`config.mk`:
```
export PLATFORM = sky130hd
export DESIGN_NAME = ciaf_queue
export DESIGN_NICKNAME = d
export VERILOG_FILES = /design/src/rtl/core/ciaf_pkg.sv /design/src/rtl/core/ciaf_queue.sv
export SDC_FILE = /design/constraint.sdc
export NUM_CORES = 1
export LEC_CHECK = 0
export ABC_AREA = 1
export BUFFER_PORTS_ARGS = -buffer_cell sky130_fd_sc_hd__buf_2
export CAP_MARGIN = 30
export CORE_MARGIN = 3
export CORE_UTILIZATION = 51
export DETAILED_ROUTE_END_ITERATION = 8
export PLACE_DENSITY = 0.87
export RECOVER_POWER = 25
export SYNTH_ARGS = -nofsm -noshare
export SYNTH_HDL_FRONTEND = slang
export SYNTH_SLANG_ARGS = --single-unit
```
`constraint.sdc`:
```
create_clock -name aclk -period 8.2 [get_ports aclk]
set_clock_uncertainty 0.15 [all_clocks]
set_input_delay 0.82 -clock aclk [delete_from_list [all_inputs] [get_ports aclk]]
set_output_delay 0.82 -clock aclk [all_outputs]
set_load 0.01 [all_outputs]
```
`src/rtl/core/ciaf_pkg.sv`:
```
// Shared types and constants for the CIDR IP access filter.
package ciaf_pkg;

    // Rule store sizing
    localparam int MAX_RULES = 1024;
    localparam int IDX_W     = $clog2(MAX_RULES);
    localparam int CNT_W     = IDX_W + 1;

    // Command queue sizing (depth must be a power of two)
    localparam int QUEUE_DEPTH = 2;
    localparam int QPTR_W      = $clog2(QUEUE_DEPTH);

    // Field widths
    localparam int ADDR_W  = 32;
    localparam int PLEN_W  = 6;
    localparam int OP_W    = 2;
    localparam int S_DATA_W = 40;
    localparam int M_DATA_W = 8;

    // Prefix lengths above this never match
    localparam logic [PLEN_W-1:0] PLEN_MAX = PLEN_W'(32);

    typedef enum logic [OP_W-1:0] {
        OP_CHECK     = 2'd0,
        OP_ADD_DENY  = 2'd1,
        OP_ADD_ALLOW = 2'd2,
        OP_CLEAR     = 2'd3
    } op_e;

    // Decoded command passed from front to back
    typedef struct packed {
        op_e                op;
        logic [ADDR_W-1:0]  address;
        logic [ADDR_W-1:0]  mask;
        logic               hit_en;
    } cmd_t;

    // One stored rule: base already masked
    typedef struct packed {
        logic [ADDR_W-1:0]  base;
        logic [ADDR_W-1:0]  mask;
        logic               hit_en;
    } rule_t;

    // Result item, allowed in the low bit
    typedef struct packed {
        logic rule_stored;
        logic allowed;
    } result_t;

endpackage

```
`src/rtl/core/ciaf_queue.sv`:
```
// Short command queue between the front and back stages.
module ciaf_queue (
    input  logic            aclk,
    input  logic            aresetn,
    input  logic            in_valid,
    output logic            in_ready,
    input  ciaf_pkg::cmd_t  in_cmd,
    output logic            out_valid,
    input  logic            out_ready,
    output ciaf_pkg::cmd_t  out_cmd
);
    import ciaf_pkg::*;

    cmd_t               entries_reg [QUEUE_DEPTH];
    logic [QPTR_W-1:0]  wr_ptr_reg;
    logic [QPTR_W-1:0]  rd_ptr_reg;
    logic [QPTR_W:0]    count_reg;
    logic               push;
    logic               pop;

    assign in_ready  = (count_reg != (QPTR_W+1)'(QUEUE_DEPTH));
    assign out_valid = (count_reg != '0);
    assign push      = in_valid && in_ready;
    assign pop       = out_valid && out_ready;
    assign out_cmd   = entries_reg[rd_ptr_reg];

    // Pointers and fill level
    always_ff @(posedge aclk) begin
        if (!aresetn) begin
            wr_ptr_reg <= '0;
            rd_ptr_reg <= '0;
            count_reg  <= '0;
        end else begin
            if (push) begin
                wr_ptr_reg <= wr_ptr_reg + 1'b1;
            end
            if (pop) begin
                rd_ptr_reg <= rd_ptr_reg + 1'b1;
            end
            if (push && !pop) begin
                count_reg <= count_reg + 1'b1;
            end else if (pop && !push) begin
                count_reg <= count_reg - 1'b1;
            end
        end
    end

    always_ff @(posedge aclk) begin
        if (push) begin
            entries_reg[wr_ptr_reg] <= in_cmd;
        end
    end

endmodule

```
==> metrics.csv <==
metric,value,unit
run_status,"finished, final reports clean",
wire_length_of_the_first_global_routing_pass,13400,um
powerDensity,317,nW/um2
report.power.total,2.08,mW
unrepaired_setup_endpoints_after_global_routing,no,
post_synth_inst_count,245,
final_cell_count_no_fill,545,
worst_ep_arrival_time,2.04,ns
leakage_power_figure,2.51,nW
groute.layer.met2.usage,25.9,%
cts.clk_slew.worst_paths,0.06,ns
yosys_top_cell_area_share,77.6,%
cp.required,7.23,ns
worst_slew_pin_slew,0.900,ns
report.final.setup_viol,0,
antenna_found_initial,0,
grt_util_met1,19.1,%
period_share,36.8,%
rr_worst_depth,5,
clock-root-buffer,sky130_fd_sc_hd__clkbuf_8,
post-synth-top-area-cell,sky130_fd_sc_hd__edfxtp_1,
floorplan.die.width,107,um
post_synth_num_cell_types,16,
fin_hold_ws,0.352,ns
cap_violations,0,
die_y,107,um
route.detailed.wl_per_inst,16.2,um
synth-seq-cells,139,
antennaDiodeCount,0,
grt_max_degree,68,
maxSlewHeadroom,40.0,%
setup_ws,5.19,ns
cts_hold_repair.buffers,0,
timing.reg2reg.setup_slack,6.08,ns
clock_latency,0.50,ns
layout-area-overhead-vs-synth,26.7,%
timing.final.crit_period,3.01,ns
dp_slack,5.69,ns
globalRoute.totalOverflow,0,
post_dp_cell_area,6050,um2
drt-total-wl,8850,um
synth.top_cells.by_area,"sky130_fd_sc_hd__edfxtp_1 (78%), sky130_fd_sc_hd__mux2_4 (8.7%), sky130_fd_sc_hd__mux2_2 (8.0%), sky130_fd_sc_hd__dfxtp_1 (1.9%), sky130_fd_sc_hd__nand2_1 (0.65%)",
setup.worst_path.end,out_cmd[13],
postSynthNetCount,317,
synthesis.area,5190,um2
final.fill_count,686,
synth-seq-area-share,79.5,%
viasPerCell,4.94,
dp_hpwl,5620,um
stdcell_area,6570,um2
row_count,36,
layout-drive-gt1-share,53.4,%
layout.nets,471,
count_of_instances_resized_after_the_clock_tree_is_built,0,
ir_drop,0.175,mV
clock_sink_count,139,
final_antenna_net_count,0,
die_area,11400,um2
seq_area,4130,um2
gr-max-usage-layer,met2,
design.core.area,9820,um2
r2r-start,count_reg[0],
final_hold_viol_count,0,
h-tree-depth,4,
place_congestion,0.702,
cts-buffers-inserted,17,
place_inst,513,
syn-mean-instance-area,21.2,um2
postCtsSetupBuffers,0,
io-pin-count,140,
multi_input_logic_area,992,um2
drtIter0Drc,178,
critPathLaunchType,flop,
max-clock-path-buffers,2,
yosys_warnings,0,
grt_usage,15.6,%
drt_drc,0,
clock.fmax,332,MHz
io_buffer_count,139,
initial_core_util,52.8,%
critical_path.endpoint_type,output pin,
met3_track_utilization_from_global_routing,4.64,%
drt-pass1-iter-count,4,
fin_tns_setup,0,ns
rr_endpoint,entries_reg[1][32],
grt_pass1_vias,2742,
number_of_flip_flops_in_the_largest_register,134,
final_core_utilization,66.9,%
clock_tree_from_tritoncts,yes,
setup.worst_path.class,flop to output pin,
crit_path_max_fanout,40,
route.vias.total,2690,
min_path_type,input port to flop,
final-max-slew-violation-count,0,
worst min-delay path by stage:
stage          slack [ns]                  to  depth (start not counted)       start
5_1_grt              0.32  entries_reg[0][60]                          1  in_cmd[60]
3_5_place_dp         0.34          rd_ptr_reg                          2  rd_ptr_reg
2_1_floorplan        0.32                flop                          2  rd_ptr_reg
6_report             0.35  entries_reg[1][64]                          1  in_cmd[64]
3_3_place_gp         0.33                flop                          2  rd_ptr_reg
4_1_cts              0.33  entries_reg[1][24]                          1  in_cmd[24]
worst max-delay path: stages, from the launching register on:
cell                      delay (ns)
sky130_fd_sc_hd__dfxtp_4        0.68
sky130_fd_sc_hd__buf_12         0.32
sky130_fd_sc_hd__mux2_2         0.38
sky130_fd_sc_hd__buf_2          0.14
routing by layer:
layer / vias to the layer above / wire length (um)
li1: 1257 / -
met1: 1311 / 3570
met2: 111 / 4490
met3: 11 / 637
met4: 0 / 149
met5: - / 0
cells in the mapped netlist (all sizes together):
| cell type | count |
|---|---|
| edfxtp | 134 |
| mux2 | 67 |
| nand2 | 9 |
| inv | 8 |
| nor2 | 8 |
| buf | 7 |
| dfxtp | 5 |
| o21ai | 2 |
| a21oi | 1 |
| ha | 1 |
| nand3 | 1 |
| nand4 | 1 |
| o21a | 1 |
kinds of logic (layout without fill, tap and decap cells):
family / count (synthesis) / count (layout) / synth area share [%]
buf+inv: 15 / 182 / 1.66
mux: 67 / 67 / 16.7
compound gates: 4 / 4 / 0.434
fa+ha+maj: 1 / 1 / 0.241
simple gates: 19 / 19 / 1.45
flops: 139 / 139 / 79.5
power breakdown:
part           switching, mW  internal [mW]
sequential            0.0457          0.901
clock                  0.256          0.437
combinational          0.226          0.216
total                  0.528           1.55
placed cells by master (no fill, tap or decap), types with 4 or more instances in the layout:
cell type                   netlist  final
sky130_fd_sc_hd__edfxtp_1       134    134
sky130_fd_sc_hd__dfxtp_1          5      4
sky130_fd_sc_hd__buf_2            3    120
sky130_fd_sc_hd__inv_1            8      8
sky130_fd_sc_hd__mux2_4          30     30
sky130_fd_sc_hd__clkbuf_16        0     16
sky130_fd_sc_hd__nand2_1          9      9
sky130_fd_sc_hd__clkbuf_1         0     24
sky130_fd_sc_hd__nor2_1           8      6
sky130_fd_sc_hd__mux2_2          37     37
sky130_fd_sc_hd__clkinv_2         0      5
cell type report:
type / count / area share [%]
Sequential cell: 139 / 62.8
Tap cell: 133 / 2.53
Inverter: 8 / 0.457
Multi-Input combinational cell: 91 / 15.1
Timing Repair Buffer: 142 / 10.8
Clock inverter: 9 / 1.52
Clock buffer: 23 / 6.80
No activity file was read; power rests on OpenSTA's default activity.
