`config.mk`:
```
export PLATFORM = sky130hd
export DESIGN_NAME = ciaf_front
export DESIGN_NICKNAME = d
export VERILOG_FILES = /design/src/rtl/core/ciaf_pkg.sv /design/src/rtl/core/ciaf_front.sv
export SDC_FILE = /design/constraint.sdc
export NUM_CORES = 1
export LEC_CHECK = 0
export BUFFER_PORTS_ARGS = -buffer_cell sky130_fd_sc_hd__clkbuf_2
export CAP_MARGIN = 20
export CORE_ASPECT_RATIO = 0.6
export CORE_UTILIZATION = 47
export CTS_BUF_LIST = sky130_fd_sc_hd__clkbuf_4 sky130_fd_sc_hd__clkbuf_8
export CTS_CLUSTER_DIAMETER = 60
export DETAILED_ROUTE_END_ITERATION = 10
export HOLD_SLACK_MARGIN = 0.03
export MAX_ROUTING_LAYER = met4
export PLACE_DENSITY = 0.81
export SKIP_LAST_GASP = 1
export SLEW_MARGIN = 20
export SYNTH_ARGS = -nofsm -noshare
export SYNTH_HDL_FRONTEND = slang
export SYNTH_SLANG_ARGS = --single-unit
```
`constraint.sdc`:
```
create_clock -name aclk -period 3.1 [get_ports aclk]
set_input_delay 0.775 -clock aclk [delete_from_list [all_inputs] [get_ports aclk]]
set_output_delay 0.775 -clock aclk [all_outputs]
set_load 0.05 [all_outputs]
```
`src/rtl/core/ciaf_pkg.sv`:
```
// Shared types and constants for the CIDR IP access filter.
package ciaf_pkg;

    // Rule store sizing
    localparam int MAX_RULES = 1024;
    localparam int IDX_W     = $clog2(MAX_RULES);
    localparam int CNT_W     = IDX_W + 1;

    // Command queue sizing (depth must be a power of two)
    localparam int QUEUE_DEPTH = 2;
    localparam int QPTR_W      = $clog2(QUEUE_DEPTH);

    // Field widths
    localparam int ADDR_W  = 32;
    localparam int PLEN_W  = 6;
    localparam int OP_W    = 2;
    localparam int S_DATA_W = 40;
    localparam int M_DATA_W = 8;

    // Prefix lengths above this never match
    localparam logic [PLEN_W-1:0] PLEN_MAX = PLEN_W'(32);

    typedef enum logic [OP_W-1:0] {
        OP_CHECK     = 2'd0,
        OP_ADD_DENY  = 2'd1,
        OP_ADD_ALLOW = 2'd2,
        OP_CLEAR     = 2'd3
    } op_e;

    // Decoded command passed from front to back
    typedef struct packed {
        op_e                op;
        logic [ADDR_W-1:0]  address;
        logic [ADDR_W-1:0]  mask;
        logic               hit_en;
    } cmd_t;

    // One stored rule: base already masked
    typedef struct packed {
        logic [ADDR_W-1:0]  base;
        logic [ADDR_W-1:0]  mask;
        logic               hit_en;
    } rule_t;

    // Result item, allowed in the low bit
    typedef struct packed {
        logic rule_stored;
        logic allowed;
    } result_t;

endpackage

```
`src/rtl/core/ciaf_front.sv`:
```
// Front stage: accepts input transactions and decodes them into commands.
module ciaf_front (
    input  logic                           aclk,
    input  logic                           aresetn,
    input  logic                           s_tvalid,
    output logic                           s_tready,
    input  logic [ciaf_pkg::S_DATA_W-1:0]  s_tdata,
    input  logic [ciaf_pkg::OP_W-1:0]      s_tuser,
    output logic                           cmd_valid,
    input  logic                           cmd_ready,
    output ciaf_pkg::cmd_t                 cmd
);
    import ciaf_pkg::*;

    logic                 valid_reg;
    cmd_t                 cmd_reg;
    logic                 accept;
    logic [ADDR_W-1:0]    address;
    logic [PLEN_W-1:0]    plen;
    cmd_t                 decoded;

    // Stage is free when empty or when its command moves on this cycle
    assign s_tready = !valid_reg || cmd_ready;
    assign accept   = s_tvalid && s_tready;

    // Field extraction and prefix mask
    always_comb begin
        address        = s_tdata[ADDR_W-1:0];
        plen           = s_tdata[ADDR_W +: PLEN_W];
        decoded.op     = op_e'(s_tuser);
        decoded.address = address;
        decoded.mask   = ~({ADDR_W{1'b1}} >> plen);
        decoded.hit_en = (plen <= PLEN_MAX);
    end

    always_ff @(posedge aclk) begin
        if (!aresetn) begin
            valid_reg <= 1'b0;
        end else if (accept) begin
            valid_reg <= 1'b1;
        end else if (cmd_ready) begin
            valid_reg <= 1'b0;
        end
    end

    always_ff @(posedge aclk) begin
        if (accept) begin
            cmd_reg <= decoded;
        end
    end

    assign cmd_valid = valid_reg;
    assign cmd       = cmd_reg;

endmodule

```
==> results.py <==
metrics = {
    "run_status": {
        "result_of_the_run": "complete, no violations",
    },
    "timing": {
        "fin_setup_tns_ns": 0,
        "finalClockSkew_ns": 0.00626,
        "tightestPinTransition_ns": 0.604,
        "slew_headroom": 0.597,
        "report.final.slew_viol_count": 0,
        "finalCritPeriodShare": 0.651,
        "final.setup.worst_slack_ns": 1.08,
        "grt_setup_unrepaired": "false",
        "hold_violations": 0,
        "achievable-frequency_mhz": 495,
        "finalSetupViolations": 0,
        "finalCriticalPeriod_ns": 2.02,
    },
    "synthesis": {
        "synthArstFlopShare": 0,
        "synthesis.nets": 179,
        "yosys-top-cells-area": "sky130_fd_sc_hd__edfxtp_1 (84%), sky130_fd_sc_hd__nand2_1 (1.7%), sky130_fd_sc_hd__nand2b_1 (1.6%)",
        "seq_area_frac_synth": 0.848,
        "synth_cell_type_count": 25,
        "synthDominantAreaCellType": "sky130_fd_sc_hd__edfxtp_1",
        "ys.warnings.count": 0,
        "synth_enable_flop_cells": 67,
        "yosys_most_used_dff": "sky130_fd_sc_hd__edfxtp_1",
        "register_bit_count_reported_by_yosys": 68,
        "mapped_area_mm2": 0.00240,
        "postSynthAreaPerCell_um2": 18.0,
        "synth_top_area_frac": 0.840,
        "synthCells": 133,
    },
    "power_and_ir_drop": {
        "pwr-share-comb": 0.134,
        "swShare": 0.256,
        "pwr-share-clk": 0.406,
        "power_density_over_cell_area_mw_per_mm2": 718,
        "power_leakage_nw": 1.36,
        "flop_pwr_share": 0.459,
        "peakVddDrop_uv": 541,
        "p_sw_w": 0.000604,
        "power.internal_w": 0.00176,
    },
    "cells_and_area": {
        "finalNetCount": 296,
        "antennaDiodeCount": 0,
        "nFillCells": 320,
        "mostFrequentLayoutCell": "sky130_fd_sc_hd__clkbuf_2",
        "flip_flop_count_of_the_largest_register_after_layout": 67,
        "p_r_area_growth_vs_syn_pct": 37.4,
        "final_cell_mix": "sky130_fd_sc_hd__clkbuf_2 (112), sky130_fd_sc_hd__edfxtp_1 (67), sky130_fd_sc_hd__nand2_1 (11), sky130_fd_sc_hd__clkbuf_8 (9)",
        "drive_above_1_share": 0.525,
        "finalCoreUtilization": 0.696,
    },
    "worst_setup_path": {
        "critical_path_peak_fanout": 3,
        "ff2ff_setup_slack_ns": 1.50,
        "worstPathRequired_ns": 2.32,
        "critical_path.endpoint_type": "output pin",
        "criticalPathCategory": "in -> out",
        "critical_path.startpoint_type": "primary input",
        "r2r_start": "cmd_valid",
        "timing.rr.end": "cmd[13]",
        "ff2ff_path_depth": 3,
        "critPathArrivalTime_ns": 1.24,
    },
    "hold_path": {
        "min_delay_worst_endpoint": "cmd_valid",
        "worst_hold_path_type": "reg -> reg",
        "whs_path_depth": 2,
        "worstHoldStart": "cmd_valid",
    },
    "floorplan": {
        "std_cell_rows": 19,
        "floorplan.die_area_mm2": 0.00540,
        "design.portCount": 115,
        "x_dimension_of_the_die_um": 94.2,
        "initial_util": 0.506,
        "design.core.area_mm2": 0.00473,
        "die_height_um": 57.3,
    },
    "global_routing": {
        "grt_start_max_net_pins": 45,
        "grt_antenna_before_repair": 0,
        "grt_first_pass_wirelength_mm": 7.43,
        "grt_util_all_layers": 0.204,
        "globalRoute.totalOverflow": 0,
        "grt_pass1_vias": 1479,
    },
    "clock_network": {
        "cts.reportedPaths.clkPinSlew_ns": 0.07,
        "tritoncts": "yes",
        "cts.path.max_buffers": 2,
        "tritoncts.num_buffers": 9,
        "root_buffer": "sky130_fd_sc_hd__clkbuf_8",
        "ctsHtreeMaxLevel": 3,
        "insertion_delay_of_the_later_clocked_pin_in_the_worst_skew_pair_ns": 0.33,
        "postCtsResizedCells": 0,
        "post_cts_hold_buffer_count": 0,
        "post-cts-setup-buffer-count": 0,
        "clkSinkCount": 68,
    },
    "detailed_routing": {
        "wire_per_inst_um": 15.7,
        "drc_errors": 0,
        "viasPerCell": 4.99,
        "detailedRoute.firstPassIterationCount": 5,
        "totalWireLength_mm": 5.00,
        "vias": 1588,
        "route.antenna.remaining_nets": 0,
        "detailedRoute.firstIterationViolations": 55,
    },
    "placed_design": {
        "placement.setup.worst_slack_ns": 0.903,
        "routabilityCongestion": 0.775,
        "buffer_ports.inserted": 112,
        "dp.final_hpwl_mm": 3.48,
    },
    "flow_run": {
        "max_cap_viol_count": 0,
    },
}
## per-stage QoR
stage / std cells / instance area, µm² / total power, W / hold WS [ns]
detailed placement: 302 / 3020 / 0.00142 / 0.527
finish: 318 / 3290 / 0.00236 / 0.529
floorplan: 133 / 2400 / 0.00133 / 0.874
global route: 318 / 3290 / 0.00244 / 0.580
global placement: 302 / 3020 / 0.00142 / 0.513
CTS: 318 / 3290 / 0.00238 / 0.538
## worst max-delay path by stage
stage / endpoint / cells after the start / startpoint / slack [ns]
3_3_place_gp: cmd[39] / 4 / cmd_ready / 0.93
3_5_place_dp: cmd[16] / 4 / cmd_ready / 0.90
6_report: s_tready / 3 / cmd_ready / 1.08
2_1_floorplan: cmd[0] / 2 / cmd_ready / 0.49
5_1_grt: s_tready / 3 / cmd_ready / 1.05
4_1_cts: s_tready / 3 / cmd_ready / 1.08
## power groups by stage
stage | Combinational [W] | Clock (W) | Sequential, W
floorplan | 0.0000541 | 0 | 0.00128
finish | 0.000318 | 0.000960 | 0.00109
CTS | 0.000319 | 0.000971 | 0.00109
global placement | 0.000313 | 0 | 0.00110
global route | 0.000333 | 0.00102 | 0.00109
detailed placement | 0.000318 | 0 | 0.00111
## metal layers
metal / vias to the layer above / wire length, µm / track usage
li1: 743 / - / -
met1: 754 / 2130 / 0.252
met2: 87 / 2370 / 0.305
met3: 4 / 480 / 0.107
met4: 0 / 14 / 0.0352
met5: - / 0 / -
## critical path, cell delays in order
cell and delay [ns]:
sky130_fd_sc_hd__clkbuf_2 0.07, sky130_fd_sc_hd__nand2b_1 0.12, sky130_fd_sc_hd__clkbuf_2 0.28
## kinds of logic (layout without fill, tap and decap cells)
| kind of cell | Yosys count | count (layout) | synth area share |
|---|---|---|---|
| AO/OA/AOI/OAI | 24 | 24 | 0.0695 |
| buffers and inverters | 12 | 134 | 0.0219 |
| flip-flops | 68 | 68 | 0.848 |
| AND/OR/NAND/NOR | 29 | 29 | 0.0606 |
## cells in the mapped netlist (2+ instances only)
library cell               number
sky130_fd_sc_hd__a21o_1         3
sky130_fd_sc_hd__a21oi_1        3
sky130_fd_sc_hd__buf_2          6
sky130_fd_sc_hd__edfxtp_1      67
sky130_fd_sc_hd__inv_1          5
sky130_fd_sc_hd__nand2_1       11
sky130_fd_sc_hd__nand2b_1       6
sky130_fd_sc_hd__nand3_1        4
sky130_fd_sc_hd__nor2_1         3
sky130_fd_sc_hd__o21ai_0        6
sky130_fd_sc_hd__o21bai_1       4
sky130_fd_sc_hd__o31ai_1        2
## area by class of cell
| type | instances | area, µm² | area share |
|---|---|---|---|
| flip-flops and latches | 68 | 2030 | 0.617 |
| repair buffers | 113 | 581 | 0.176 |
| multi-input cells | 53 | 313 | 0.0950 |
| clock inverters | 7 | 146 | 0.0445 |
| clock buffers | 9 | 124 | 0.0376 |
| well taps | 63 | 78.8 | 0.0239 |
| inverters | 5 | 18.8 | 0.00570 |
Power figures use the tool's default switching activity.
